===== src/hw/rtl/rvhz_pkg.sv =====
// ----------------------------------------------------------------------------
// rvhz_pkg
// Shared constants, types and decode helpers for the RV32 hazard NOP
// reorder block.
// ----------------------------------------------------------------------------
package rvhz_pkg;

  localparam int WAIT_DEPTH_DEF = 8;

  // RV32 major opcodes that touch the register file
  localparam logic [6:0] OPC_R     = 7'b0110011;
  localparam logic [6:0] OPC_ALUI  = 7'b0010011;
  localparam logic [6:0] OPC_LOAD  = 7'b0000011;
  localparam logic [6:0] OPC_STORE = 7'b0100011;

  localparam logic [31:0] NOP_WORD = 32'h00000013;
  localparam logic [4:0]  REG_ZERO = 5'b00000;

  // Wait chain commands
  localparam logic [1:0] Q_HOLD = 2'd0;
  localparam logic [1:0] Q_ENQ  = 2'd1;
  localparam logic [1:0] Q_POP  = 2'd2;
  localparam logic [1:0] Q_ROT  = 2'd3;

  typedef struct packed {
    logic [1:0]  op;
    logic [31:0] word;
  } qcmd_t;

  // Destination register written by a word, zero when none
  function automatic logic [4:0] dest_of(input logic [31:0] w);
    logic [4:0] rd;
    rd = REG_ZERO;
    if (w[6:0] inside {OPC_R, OPC_ALUI, OPC_LOAD}) begin
      rd = w[11:7];
    end
    return rd;
  endfunction

  // Slots a word needs given the last two destinations: 2, 1 or 0
  function automatic logic [1:0] hazard_of(input logic [31:0] w,
                                           input logic [4:0]  near_rd,
                                           input logic [4:0]  far_rd);
    logic [4:0] rs1;
    logic [4:0] rs2;
    logic [1:0] slots;
    rs1 = REG_ZERO;
    rs2 = REG_ZERO;
    slots = 2'd0;
    if (w[6:0] inside {OPC_R, OPC_ALUI, OPC_LOAD, OPC_STORE}) begin
      rs1 = w[19:15];
    end
    if (w[6:0] inside {OPC_R, OPC_STORE}) begin
      rs2 = w[24:20];
    end
    if (near_rd != REG_ZERO && (rs1 == near_rd || rs2 == near_rd)) begin
      slots = 2'd2;
    end else if (far_rd != REG_ZERO && (rs1 == far_rd || rs2 == far_rd)) begin
      slots = 2'd1;
    end
    return slots;
  endfunction

endpackage


===== src/hw/rtl/rv_hazard_nop_reorder.sv =====
// ----------------------------------------------------------------------------
// rv_hazard_nop_reorder
// A new instruction word (action 0) that reads the destination of one of the
// last two issued words is preceded by filler slots; each slot takes the
// oldest hazard-free word from the wait chain, or a NOP (0x00000013). A word
// still in conflict joins the wait chain, or is preceded by NOPs when the
// chain is full. An end action (1) drains the chain in order. out_last marks
// the final result of each input item. The block works on one item at a
// time. When a new word needs slots, it makes at most two scan passes over
// the wait chain, which rotates one entry past the head per cycle unless a
// clean head waits for room at the output; the next item is accepted only
// once the current one is finished.
// ----------------------------------------------------------------------------
module rv_hazard_nop_reorder import rvhz_pkg::*; #(
  parameter int  WAIT_DEPTH = WAIT_DEPTH_DEF,
  localparam int CW = $clog2(WAIT_DEPTH + 1)
) (
  input  logic        clk,
  input  logic        rst_n,
  input  logic        in_valid,
  output logic        in_stall,
  input  logic        in_action,
  input  logic [31:0] in_instr_word,
  output logic        out_valid,
  input  logic        out_stall,
  output logic [31:0] out_word,
  output logic        out_is_filler_nop,
  output logic        out_from_wait_queue,
  output logic        out_last
);

  localparam logic [2:0] ST_IDLE  = 3'd0;
  localparam logic [2:0] ST_SCAN  = 3'd1;
  localparam logic [2:0] ST_FINAL = 3'd2;
  localparam logic [2:0] ST_DRAIN = 3'd3;
  localparam logic [2:0] ST_FLUSH = 3'd4;

  typedef struct packed {
    logic [31:0] word;
    logic        nop;
    logic        queued;
  } res_t;

  logic [2:0]    state_r,    state_nxt;
  logic [4:0]    near_r,     near_nxt;
  logic [4:0]    far_r,      far_nxt;
  logic [31:0]   word_r,     word_nxt;
  logic [1:0]    slots_r,    slots_nxt;
  logic          took_r,     took_nxt;
  logic [CW-1:0] pass_r,     pass_nxt;
  logic          hold_v_r,   hold_v_nxt;
  res_t          hold_r,     hold_nxt;
  logic          out_v_r,    out_v_nxt;
  res_t          out_r,      out_nxt;
  logic          out_last_r, out_last_nxt;

  qcmd_t         qcmd;
  logic [31:0]   head;
  logic [CW-1:0] count;
  logic          full;
  logic [1:0]    hz_head;
  logic [1:0]    hz_word;
  logic [1:0]    hz_in;
  logic          in_accept;
  logic          out_free;
  logic          emit_ok;
  logic          emit;
  res_t          emit_res;
  logic          flush;

  rvhz_queue #(
    .WAIT_DEPTH (WAIT_DEPTH)
  ) u_queue (
    .clk       (clk),
    .rst_n     (rst_n),
    .cmd       (qcmd),
    .head_word (head),
    .count     (count)
  );

  assign full      = (count == CW'(WAIT_DEPTH));
  assign hz_head   = hazard_of(head, near_r, far_r);
  assign hz_word   = hazard_of(word_r, near_r, far_r);
  assign hz_in     = hazard_of(in_instr_word, near_r, far_r);
  assign in_stall  = (state_r != ST_IDLE) || !rst_n;
  assign in_accept = in_valid && !in_stall;
  assign out_free  = !out_v_r || !out_stall;
  assign emit_ok   = !hold_v_r || out_free;

  // Sequencer: scan, place, drain, then release the held result as last
  always_comb begin
    state_nxt = state_r;
    word_nxt  = word_r;
    slots_nxt = slots_r;
    took_nxt  = took_r;
    pass_nxt  = pass_r;
    qcmd.op   = Q_HOLD;
    qcmd.word = word_r;
    emit      = 1'b0;
    emit_res  = '{word: NOP_WORD, nop: 1'b1, queued: 1'b0};
    flush     = 1'b0;
    case (state_r)
      ST_IDLE: begin
        if (in_accept) begin
          word_nxt  = in_instr_word;
          slots_nxt = hz_in;
          took_nxt  = 1'b0;
          pass_nxt  = count;
          if (in_action) begin
            state_nxt = ST_DRAIN;
          end else if (hz_in == 2'd0) begin
            state_nxt = ST_FINAL;
          end else begin
            state_nxt = ST_SCAN;
          end
        end
      end
      ST_SCAN: begin
        if (pass_r != '0) begin
          // Issue a clean head into a free slot, otherwise rotate it back
          if (slots_r != 2'd0 && hz_head == 2'd0) begin
            if (emit_ok) begin
              emit      = 1'b1;
              emit_res  = '{word: head, nop: 1'b0, queued: 1'b1};
              qcmd.op   = Q_POP;
              slots_nxt = slots_r - 2'd1;
              took_nxt  = 1'b1;
              pass_nxt  = pass_r - CW'(1);
            end
          end else begin
            qcmd.op  = Q_ROT;
            pass_nxt = pass_r - CW'(1);
          end
        end else if (slots_r == 2'd0) begin
          state_nxt = ST_FINAL;
        end else if (!took_r) begin
          // Nothing fit this pass: fill the slot with a NOP
          if (emit_ok) begin
            emit      = 1'b1;
            slots_nxt = slots_r - 2'd1;
            pass_nxt  = count;
            took_nxt  = 1'b0;
            if (slots_r == 2'd1) begin
              state_nxt = ST_FINAL;
            end
          end
        end else begin
          pass_nxt = count;
          took_nxt = 1'b0;
        end
      end
      ST_FINAL: begin
        if (hz_word == 2'd0) begin
          if (emit_ok) begin
            emit      = 1'b1;
            emit_res  = '{word: word_r, nop: 1'b0, queued: 1'b0};
            state_nxt = ST_FLUSH;
          end
        end else if (!full) begin
          qcmd.op   = Q_ENQ;
          state_nxt = ST_FLUSH;
        end else if (emit_ok) begin
          emit = 1'b1;
        end
      end
      ST_DRAIN: begin
        if (count == '0) begin
          state_nxt = ST_FLUSH;
        end else if (emit_ok) begin
          emit = 1'b1;
          if (hz_head == 2'd0) begin
            emit_res = '{word: head, nop: 1'b0, queued: 1'b1};
            qcmd.op  = Q_POP;
          end
        end
      end
      ST_FLUSH: begin
        if (!hold_v_r) begin
          state_nxt = ST_IDLE;
        end else if (out_free) begin
          flush     = 1'b1;
          state_nxt = ST_IDLE;
        end
      end
      default: begin
        state_nxt = ST_IDLE;
      end
    endcase
  end

  // Advance destination history on every issued word
  always_comb begin
    near_nxt = near_r;
    far_nxt  = far_r;
    if (emit) begin
      far_nxt  = near_r;
      near_nxt = emit_res.nop ? REG_ZERO : dest_of(emit_res.word);
    end
  end

  // Hold one result back until it is known whether it is the last
  always_comb begin
    hold_v_nxt   = hold_v_r;
    hold_nxt     = hold_r;
    out_v_nxt    = out_v_r;
    out_nxt      = out_r;
    out_last_nxt = out_last_r;
    if (out_v_r && !out_stall) begin
      out_v_nxt = 1'b0;
    end
    if ((emit && hold_v_r) || flush) begin
      out_v_nxt    = 1'b1;
      out_nxt      = hold_r;
      out_last_nxt = flush;
    end
    if (emit) begin
      hold_v_nxt = 1'b1;
      hold_nxt   = emit_res;
    end else if (flush) begin
      hold_v_nxt = 1'b0;
    end
  end

  always_ff @(posedge clk) begin
    if (!rst_n) begin
      state_r  <= ST_IDLE;
      near_r   <= REG_ZERO;
      far_r    <= REG_ZERO;
      slots_r  <= 2'd0;
      took_r   <= 1'b0;
      pass_r   <= '0;
      hold_v_r <= 1'b0;
      out_v_r  <= 1'b0;
    end else begin
      state_r  <= state_nxt;
      near_r   <= near_nxt;
      far_r    <= far_nxt;
      slots_r  <= slots_nxt;
      took_r   <= took_nxt;
      pass_r   <= pass_nxt;
      hold_v_r <= hold_v_nxt;
      out_v_r  <= out_v_nxt;
    end
  end

  always_ff @(posedge clk) begin
    word_r     <= word_nxt;
    hold_r     <= hold_nxt;
    out_r      <= out_nxt;
    out_last_r <= out_last_nxt;
  end

  assign out_valid           = out_v_r;
  assign out_word            = out_r.word;
  assign out_is_filler_nop   = out_r.nop;
  assign out_from_wait_queue = out_r.queued;
  assign out_last            = out_last_r;

endmodule


===== src/hw/rtl/rvhz_cell.sv =====
// ----------------------------------------------------------------------------
// rvhz_cell
// One slot of the wait chain: holds a word, loads from its upper neighbor
// on a shift, or takes an inserted word.
// ----------------------------------------------------------------------------
module rvhz_cell (
  input  logic        clk,
  input  logic        shift,
  input  logic        ins,
  input  logic [31:0] ins_word,
  input  logic [31:0] nbr_word,
  output logic [31:0] word
);

  logic [31:0] word_r;
  logic [31:0] word_nxt;

  // Insert wins over shift
  always_comb begin
    word_nxt = word_r;
    if (ins) begin
      word_nxt = ins_word;
    end else if (shift) begin
      word_nxt = nbr_word;
    end
  end

  always_ff @(posedge clk) begin
    word_r <= word_nxt;
  end

  assign word = word_r;

endmodule


===== src/hw/rtl/rvhz_queue.sv =====
// ----------------------------------------------------------------------------
// rvhz_queue
// Wait chain: a row of cells shifting toward the head at cell 0. Supports
// append at the tail, pop of the head and rotation of the head to the tail.
// ----------------------------------------------------------------------------
module rvhz_queue import rvhz_pkg::*; #(
  parameter int  WAIT_DEPTH = WAIT_DEPTH_DEF,
  localparam int CW = $clog2(WAIT_DEPTH + 1)
) (
  input  logic          clk,
  input  logic          rst_n,
  input  qcmd_t         cmd,
  output logic [31:0]   head_word,
  output logic [CW-1:0] count
);

  logic [CW-1:0] count_r;
  logic [CW-1:0] count_nxt;
  logic [31:0]   cell_word [WAIT_DEPTH];
  logic          shift;
  logic [31:0]   ins_word;

  assign shift    = (cmd.op == Q_POP) || (cmd.op == Q_ROT);
  assign ins_word = (cmd.op == Q_ENQ) ? cmd.word : cell_word[0];

  // Build the row of cells
  for (genvar k = 0; k < WAIT_DEPTH; k++) begin : g_cell
    logic        ins;
    logic [31:0] nbr;
    assign ins = ((cmd.op == Q_ENQ) && (count_r == CW'(k))) ||
                 ((cmd.op == Q_ROT) && (count_r - CW'(1) == CW'(k)));
    if (k == WAIT_DEPTH - 1) begin : g_tail
      assign nbr = cell_word[k];
    end else begin : g_mid
      assign nbr = cell_word[k+1];
    end
    rvhz_cell u_cell (
      .clk      (clk),
      .shift    (shift),
      .ins      (ins),
      .ins_word (ins_word),
      .nbr_word (nbr),
      .word     (cell_word[k])
    );
  end

  // Track fill level
  always_comb begin
    count_nxt = count_r;
    case (cmd.op)
      Q_ENQ:   count_nxt = count_r + CW'(1);
      Q_POP:   count_nxt = count_r - CW'(1);
      default: count_nxt = count_r;
    endcase
  end

  always_ff @(posedge clk) begin
    if (!rst_n) begin
      count_r <= '0;
    end else begin
      count_r <= count_nxt;
    end
  end

  assign head_word = cell_word[0];
  assign count     = count_r;

endmodule


===== config.mk =====
export PLATFORM = sky130hd
export DESIGN_NAME = rv_hazard_nop_reorder
export DESIGN_NICKNAME = d
export VERILOG_FILES = /design/src/hw/rtl/rvhz_pkg.sv /design/src/hw/rtl/rv_hazard_nop_reorder.sv /design/src/hw/rtl/rvhz_cell.sv /design/src/hw/rtl/rvhz_queue.sv
export SDC_FILE = /design/constraint.sdc
export NUM_CORES = 1
export LEC_CHECK = 0
export BUFFER_PORTS_ARGS = -buffer_cell sky130_fd_sc_hd__buf_4
export CAP_MARGIN = 40
export CORE_MARGIN = 3
export CORE_UTILIZATION = 35
export DETAILED_ROUTE_END_ITERATION = 10
export PLACE_DENSITY = 0.52
export SKIP_CTS_REPAIR_TIMING = 1
export SKIP_LAST_GASP = 1
export SLEW_MARGIN = 30
export SYNTH_ARGS = -nofsm -noshare
export SYNTH_HDL_FRONTEND = slang
export SYNTH_SLANG_ARGS = --single-unit
export TNS_END_PERCENT = 50

===== constraint.sdc =====
create_clock -name clk -period 4.3 [get_ports clk]
set_input_delay 0.43 -clock clk [delete_from_list [all_inputs] [get_ports clk]]
set_output_delay 0.43 -clock clk [all_outputs]
set_load 0.01 [all_outputs]

==> results of run 1 <==
state kept, by name, indices dropped and copies added (netlist names), 2 cells and up:
name	count
hold_r	34
slots_r	2
far_r	5
word_r	32
out_word	32
pass_r	4
near_r	5
u_queue.g_cell.u_cell.word	256
state_r	3
u_queue.count	4
logic make-up after synthesis:
kind of cell    Yosys count  synth area share (%)
fa+ha+maj                12                 0.872
simple gates            405                  11.1
xor+xnor                 38                  1.93
compound gates          359                  12.9
buf+inv                 146                  3.33
mux                      74                  4.54
flops                   383                  65.3
cell type report:
| class | count | area (sq um) |
|---|---|---|
| fill | 4435 | 27800 |
| sequential | 383 | 11200 |
| multi-input combinational | 888 | 5490 |
| timing repair buffer | 154 | 1340 |
| clock buffer | 53 | 1070 |
| tap | 656 | 821 |
| clock inverter | 21 | 218 |
| inverter | 54 | 203 |
worst paths after layout:
check                                        start                                end  slack [ps]  cells after the start
setup / recovery  u_queue.g_cell[0].u_cell.word[6]  u_queue.g_cell[3].u_cell.word[23]         490                     12
hold / removal                   in_instr_word[14]                         word_r[14]          50                      1
setup reg to reg  u_queue.g_cell[0].u_cell.word[6]  u_queue.g_cell[3].u_cell.word[23]         490                     12
hold reg to reg                         hold_r[19]                       out_word[17]         420                      0
synthesized netlist by cell type, types with 7 or more instances:
master / number
a21oi_1: 206
a22o_1: 25
a22oi_1: 13
a31oi_1: 20
a32o_1: 7
buf_1: 13
buf_2: 15
clkbuf_1: 62
dfxtp_1: 26
edfxtp_1: 357
ha_1: 12
inv_1: 52
mux2_2: 33
mux2i_1: 41
nand2_1: 44
nand2b_1: 13
nand3_1: 13
nand4_1: 7
nor2_1: 239
nor3_1: 21
nor4bb_1: 15
o21ai_0: 22
o32ai_1: 14
or3_1: 9
xnor2_1: 31
xor2_1: 7
metrics by stage:
| step | setup slack (ps) | cell area (sq um) | setup TNS [ps] |
|---|---|---|---|
| after floorplan | -13.8 | 17200 | -1320 |
| after global placement | 461 | 19100 | 0 |
| after detailed placement | 525 | 19100 | 0 |
| after CTS | 513 | 20400 | 0 |
| after global routing | 206 | 20400 | 0 |
| final | 495 | 20400 | 0 |
worst max-delay path: cells and delay by family, from the launching register on:
| family | cells | cell delay [ps] |
|---|---|---|
| AO/OA/AOI/OAI | 2 | 380 |
| adder cells (fa/ha/maj) | 1 | 240 |
| buffers and inverters | 2 | 340 |
| flip-flops | 1 | 440 |
| AND/OR/NAND/NOR | 7 | 2090 |
per-layer routing:
| metal | vias up | wire [um] | global-route usage, % |
|---|---|---|---|
| met2 | 381 | 19800 | 25.7 |
| met1 | 5624 | 21100 | 24.8 |
| met5 | - | 0 | 0 |
| met3 | 79 | 2780 | 3.08 |
| li1 | 5478 | - | - |
| met4 | 0 | 1390 | 5.74 |
where the power goes:
part | switching (uW) | internal (uW) | total, uW | leakage, uW
Sequential | 533 | 5260 | 5800 | 0.00345
Clock | 1460 | 2010 | 3470 | 0.000622
Combinational | 3200 | 1930 | 5130 | 0.00294
==> metrics, run 1 <==
number of synthesized flops with an enable pin 357; endpoints failing setup 0; total power 14,400 uW; RSZ-0062 raised after global routing false; Die Height 228 um; share of layout cells above drive strength 1 18.1%; starting density of the core 35.8%; Final HPWL DP 30,400 um; Final min period 3810 ps; I/O pin count 74; vias per std cell 5.23; Worst Tran Pin Value 709 ps; # rows 80; GP Congestion 0.946; CTS root buf clkbuf_16; drc violations 0; DR pass1 iterations 5; commonest non-fill, non-tap cell in the layout edfxtp_1; Synth async-reset ratio 0%; CP max-delay cell or4_1; crit path kind reg2reg; P&R area growth vs syn 18.4%; nets@finish 1,571; final period utilization 88.5%; Ys Warns 0; crit-path max cell delay 660 ps; clk slew on worst S/H paths 60 ps; Iteration-0 DRC Markers 834; CP startpoint kind register; Worst-Skew Late Latency 550 ps; Seq/Total Area, Yosys 65.3%; Die X 228 um; clk_skew 15.1 ps; initial antenna violation count 1; Layout Utilization 42.3%; drt wl/cell 20.4 um; crit end category register; maxcap violations 0; htree depth 2; main area contributors after synthesis edfxtp_1, a21oi_1, nor2_1; status finished clean; CTS Buffer Depth 3; Synth Flop Type edfxtp_1; Worst Path Max Fanout 32; worst hold margin 54.8 ps; Critical Path RT 4540 ps; Pleak 0.00702 uW; WL final 45,100 um; DR vias 11,562; Seq cells post-synth 383; Pwr per Cell Area 707 mW/mm^2; Synth area leader edfxtp_1; core area 0.0481 sq mm; cells along the critical path nor3_2, nand3_1, or4_1, and4b_1, nor2_1, a31oi_1, inv_1, ha_2, nor3b_1, a32o_2, nand2b_2, buf_12; GR Util All Layers 17.0%; top cell type's share of synthesized area 62.2%; Mapped Cells 1,417; Slew HR 52.4%; Placed Cells 2,135; port bufs 73; Yosys cell types 74; most frequent cells in the layout edfxtp_1, nor2_1, a21oi_1, buf_4, inv_1; CTS buffer count 41; crit path DAT 4040 ps; number of global-route vias before repair 11,120; Synth Net Count 1,466; Ant. Diodes 0; Slew Viols, Final 0; synthesized area per cell 12.2 sq um; pin count of the biggest net entering global routing 65; Worst Hold Class in2reg; Fmax 263 MHz; Sink Count 383; Netlist Area Pre-Place 0.0172 sq mm; Final Hold Viols 0; total grt overflow 0; Final ANT Viol Nets 0; CTS tree yes; final non-filler cell total 2,209; IR Drop Worst-Case VDD 317 uV; first-pass GRT wire length 69,600 um; Die Area 0.0519 sq mm
No activity file was read; power rests on OpenSTA's default activity.
==> inputs of run 2 (changes only) <==
Settings changed: PLACE_DENSITY 0.52 to 0.5.
Clock period 4.3 ns to 4 ns, I/O delays scaled along.
==> run 2 against run 1 <==
  * Power grew 9.0%
  * Non-clock buffer count grew 33
  * Critical path depth grew 1
  * Clock power grew 9.2%
  * Routed wire length shrank 0.45%
  * Sequential share of layout area shrank 0.90 points
  * Die area is the same
  * Setup slack lost 340 ps
  * Sequential cell count is the same
==> metrics, run 2 (synthesis results as in run 1) <==
placed instance area 0.0192 sq mm (+0.63%); crit path kind reg2reg; clk slew on worst S/H paths 60 ps (about the same); Die Area 0.0519 sq mm (unchanged); Worst-Skew Late Latency 580 ps (+30 ps); total grt overflow 0 (unchanged); Die X 228 um (unchanged); DR pass1 iterations 5 (unchanged); RR Endpoint u_queue.g_cell[0].u_cell.word[5]; worst setup path end u_queue.g_cell[0].u_cell.word[5]; Ant. Diodes 0 (unchanged); WL final 44,900 um (-0.45%); clk_skew 15.6 ps (+0.566 ps); Critical Path Start u_queue.g_cell[0].u_cell.word[19]; GP Congestion 0.892 (-5.8%); final period utilization 96.0% (+7.5 points); number of global-route vias before repair 11,440 (+2.9%); htree depth 2 (unchanged); R2R setup slack 160 ps (-340 ps); IR Drop Worst-Case VDD 382 uV (+21%); Iteration-0 DRC Markers 1,052 (+26%); Critical Path RT 4310 ps (-230 ps); DRT met1 WL 21,300 um (+0.73%); filler instances 4,389 (-1.0%); final non-filler cell total 2,247 (+1.7%); CP startpoint kind register; Fmax 260 MHz (-0.94%); pin count of the biggest net entering global routing 65 (unchanged); Worst Hold Class in2reg; design area 0.0207 sq mm (+1.7%); Slew HR 50.4% (-2.0 points); Final HPWL DP 30,500 um (+0.28%); P&R area growth vs syn 20.3%; reg2reg path depth 13 (+1); CTS buffer count 42 (+2.4%); GR Util All Layers 17.0% (about the same); crit end category register; starting density of the core 35.8% (unchanged); I/O pin count 74 (unchanged); Die Height 228 um (unchanged); initial antenna violation count 1 (unchanged); Pleak 0.00719 uW (+2.5%); Final ANT Viol Nets 0 (unchanged); CTS Buffer Depth 3 (unchanged); Final min period 3840 ps (+36.2 ps); commonest non-fill, non-tap cell in the layout edfxtp_1; Largest register FFs 256 (unchanged); nets@finish 1,606 (+2.2%); DR vias 11,547 (-0.13%); RSZ-0062 raised after global routing true; maxcap violations 0 (unchanged); worst r2r src u_queue.g_cell[0].u_cell.word[19]; Placed Cells 2,154 (+0.89%); Final Hold Viols 0 (unchanged); CTS root buf clkbuf_16; crit path DAT 4150 ps (+110 ps); first-pass GRT wire length 69,400 um (-0.37%); drc violations 0 (unchanged); share of layout cells above drive strength 1 19.4% (+1.3 points); Worst Path Max Fanout 25 (-22%); met3 routed WL 2490 um (-10%); port bufs 73 (unchanged); # rows 80 (unchanged); Slew Viols, Final 0 (unchanged); Worst Tran Pin Value 741 ps (+32.0 ps); drt wl/cell 20.0 um (-2.1%); vias per std cell 5.14 (-1.8%); Pwr per Cell Area 757 mW/mm^2 (+7.2%); most frequent cells in the layout edfxtp_1, nor2_1, a21oi_1, buf_4, inv_1; status finished clean; DR top layer met4; total negative slack 0 ps (unchanged); WL met2 19,900 um (+0.66%); core area 0.0481 sq mm (unchanged); CTS tree yes; endpoints failing setup 0 (unchanged); Sink Count 383 (unchanged)
[run 2: report_power, final]
| part | leakage (uW) | switching (uW) | internal (uW) |
|---|---|---|---|
| clock | 0.000640 | 1610 | 2180 |
| sequential | 0.00345 | 487 | 5660 |
| combinational | 0.00310 | 3590 | 2170 |
| total | 0.00719 | 5690 | 10000 |
[run 2: stage by stage]
step           total power, uW  hold slack, ps  worst slack, ps  util (%)
2_1_floorplan             9410             400             -314         -
3_3_place_gp             11900             403              192      39.9
3_5_place_dp             11900             405              193      39.9
4_1_cts                  15800           -35.4              149      42.7
5_1_grt                  16600            2.14            -65.6      43.0
6_report                 15700            14.5              159      43.0
[run 2: area by class of cell]
type	count	area, sq um	area share [%]
clock inverters	24	218	1.05
flip-flops and latches	383	11200	54.2
multi-input cells	889	5530	26.7
well taps	656	821	3.96
clock buffers	54	1120	5.39
repair buffers	187	1590	7.69
inverters	54	203	0.978
[run 2: metal layers]
| metal | track usage (%) | vias to the layer above |
|---|---|---|
| met5 | 0 | - |
| met4 | 6.10 | 0 |
| met3 | 2.67 | 77 |
| met2 | 26.1 | 356 |
| met1 | 24.6 | 5567 |
| li1 | - | 5547 |
[run 2: critical path: stages, from the launching register on]
cell and delay [ps]:
edfxtp_1 490, or3_1 420, a311oi_1 330, a31o_2 170
a32oi_2 150, and4b_1 230, nor2_1 190, a31oi_2 80
inv_1 110, ha_2 230, buf_6 320, mux2i_1 410
inv_1 110, mux2_2 310
[run 2: how the worst min path moves through the flow]
stage	startpoint	to	cells past startpoint	slack, ps
2_1_floorplan	hold_r[0]	out_from_wait_queue	0	400
6_report	in_instr_word[8]	word_r[8]	1	10
3_5_place_dp	hold_r[13]	out_word[11]	0	400
3_3_place_gp	hold_r[32]	out_word[30]	0	400
5_1_grt	in_instr_word[8]	word_r[8]	1	2
4_1_cts	in_instr_word[26]	word_r[26]	1	-40
==> inputs of run 3 (changes only) <==
Settings changed: HOLD_SLACK_MARGIN set to 0.06, REMOVE_ABC_BUFFERS set to 1.
==> run 3 against run 2 <==
  * Clock power grew 3%
  * Final area grew 0.98%
  * Largest power group unchanged
  * Clock skew up 0.79 ps
  * Sequential cell count stayed put
  * Register-to-register slack better by 120 ps
  * Sequential power is 0.7% higher
  * Via count grew 2.4%
  * First-iteration DRC count decreased by 15%
  * Largest cell class unchanged
  * Combinational power increased by 2%
  * Critical path depth fell by 1
  * Fmax up 3.3%
  * Setup slack gained 120 ps
==> metrics, run 3 (synthesis results as in run 1) <==
pin count of the biggest net entering global routing 65 (unchanged); Slew HR 48.3% (-2.1 points); Cell Int Power 10,200 uW (+1.7%); WL final 48,900 um (+8.8%); status finished clean; beginning of the worst hold path in_instr_word[20]; Placed Cells 2,156 (+0.093%); commonest non-fill, non-tap cell in the layout edfxtp_1; Final min period 3720 ps (-122 ps); Worst Hold Class in2reg; Worst-Skew Late Latency 570 ps (about the same); most frequent cells in the layout edfxtp_1, nor2_1, a21oi_1, buf_4, inv_1; Comb power frac 36.7% (about the same); Clk pwr share 24.5% (+0.4 points); total grt overflow 0 (unchanged); number of global-route vias before repair 11,493 (+0.46%); reg2reg path depth 12 (-1); Seq pwr share 38.8% (-0.4 points); final non-filler cell total 2,257 (+0.45%); CTS buffer count 43 (+2.4%); Worst Tran Pin Value 773 ps (+31.5 ps); placed instance area 0.0193 sq mm (+0.44%); Critical Path RT 4310 ps (about the same); crit path kind reg2reg; port bufs 73 (unchanged); final period utilization 93.0% (-3.1 points); htree depth 2 (unchanged); Slew Viols, Final 0 (unchanged); nets@finish 1,618 (+0.75%); worst r2r src u_queue.g_cell[0].u_cell.word[6]; CTS root buf clkbuf_16; first-pass GRT wire length 73,600 um (+6.1%); Psw 5770 uW (+1.4%); CTS tree yes; design area 0.0209 sq mm (+0.98%); # rows 80 (unchanged); Final ANT Viol Nets 0 (unchanged); Sink Count 383 (unchanged); Layout Utilization 43.5% (+0.42 points); Die Height 228 um (unchanged); Fmax 269 MHz (+3.3%); CTS Buffer Depth 3 (unchanged); Final Hold Viols 0 (unchanged); core area 0.0481 sq mm (unchanged); DR vias 11,821 (+2.4%); GR Util All Layers 18.5% (+1.5 points); vias per std cell 5.24 (+1.9%); starting density of the core 35.8% (unchanged); Die Area 0.0519 sq mm (unchanged); Critical Path Start u_queue.g_cell[0].u_cell.word[6]; endpoints failing setup 0 (unchanged); crit end category register; CP startpoint kind register; drc violations 0 (unchanged); filler instances 4,461 (+1.6%); Die X 228 um (unchanged); WHS Path Cells 1 (unchanged); clk slew on worst S/H paths 60 ps (about the same); Final HPWL DP 31,900 um (+4.7%); clk_skew 16.4 ps (+0.788 ps); drt wl/cell 21.7 um (+8.3%); GP Congestion 0.911 (+2.2%); sw frac 36.2% (-0.065 points); DR pass1 iterations 5 (unchanged); share of layout cells above drive strength 1 19.6% (+0.13 points); Pleak 0.00729 uW (+1.3%); Ant. Diodes 0 (unchanged); maxcap violations 0 (unchanged); Iteration-0 DRC Markers 892 (-15%); Largest register FFs 256 (unchanged); P&R area growth vs syn 21.5%; Worst Path Max Fanout 21 (-16%); IR Drop Worst-Case VDD 365 uV (-4.4%); I/O pin count 74 (unchanged); RSZ-0062 raised after global routing false; Pwr per Cell Area 762 mW/mm^2 (+0.63%); initial antenna violation count 2 (+1); crit path DAT 4030 ps (-120 ps)
run 3: per-layer routing:
layer  up-vias  share of wire [%]  global-route usage (%)
li1       5564                  -                       -
met4         2                2.3                    5.60
met1      5852                 47                    26.4
met5         -              0.027                       0
met2       330                 45                    29.3
met3        73                4.9                    2.68
run 3: critical path: stages (launching register included):
cell and delay (ps):
edfxtp_1 440, nor3_2 300, nand3_1 190, or4_1 630, and4b_1 260, nor2_1 120
a31oi_1 80, inv_1 120, ha_2 230, buf_12 220, mux2i_1 430, inv_1 140
mux2_2 280
run 3: stage by stage:
stage | total power [uW] | setup slack, ps | TNS [ps] | hold slack, ps
after floorplan | 9340 | -2670 | -796050 | 400
after global placement | 12100 | 200 | 0 | 400
after detailed placement | 12100 | 171 | 0 | 405
after CTS | 16100 | 149 | 0 | -25.0
after global routing | 16800 | 42.6 | 0 | 76.4
final | 15900 | 281 | 0 | 96.2
run 3: final timing paths:
| kind | slack (ps) | endpoint |
|---|---|---|
| max | 280 | u_queue.g_cell[0].u_cell.word[1] |
| min | 100 | word_r[20] |
| max reg2reg | 280 | u_queue.g_cell[0].u_cell.word[1] |
| min reg2reg | 410 | out_word[16] |
run 3: area by class of cell:
type | instances | area (sq um) | share of cell area [%]
clock buffers | 49 | 1100 | 5.25
repair buffers | 199 | 1790 | 8.54
multi-input cells | 888 | 5490 | 26.3
well taps | 656 | 821 | 3.92
clock inverters | 28 | 282 | 1.35
flip-flops and latches | 383 | 11200 | 53.7
inverters | 54 | 203 | 0.969
run 3: power groups by stage:
stage | registers (uW) | clock network, uW | logic, uW
after floorplan | 6160 | 0 | 3180
after global placement | 6250 | 0 | 5830
after detailed placement | 6250 | 0 | 5850
after CTS | 6190 | 4020 | 5880
after global routing | 6270 | 4190 | 6370
final | 6190 | 3910 | 5860
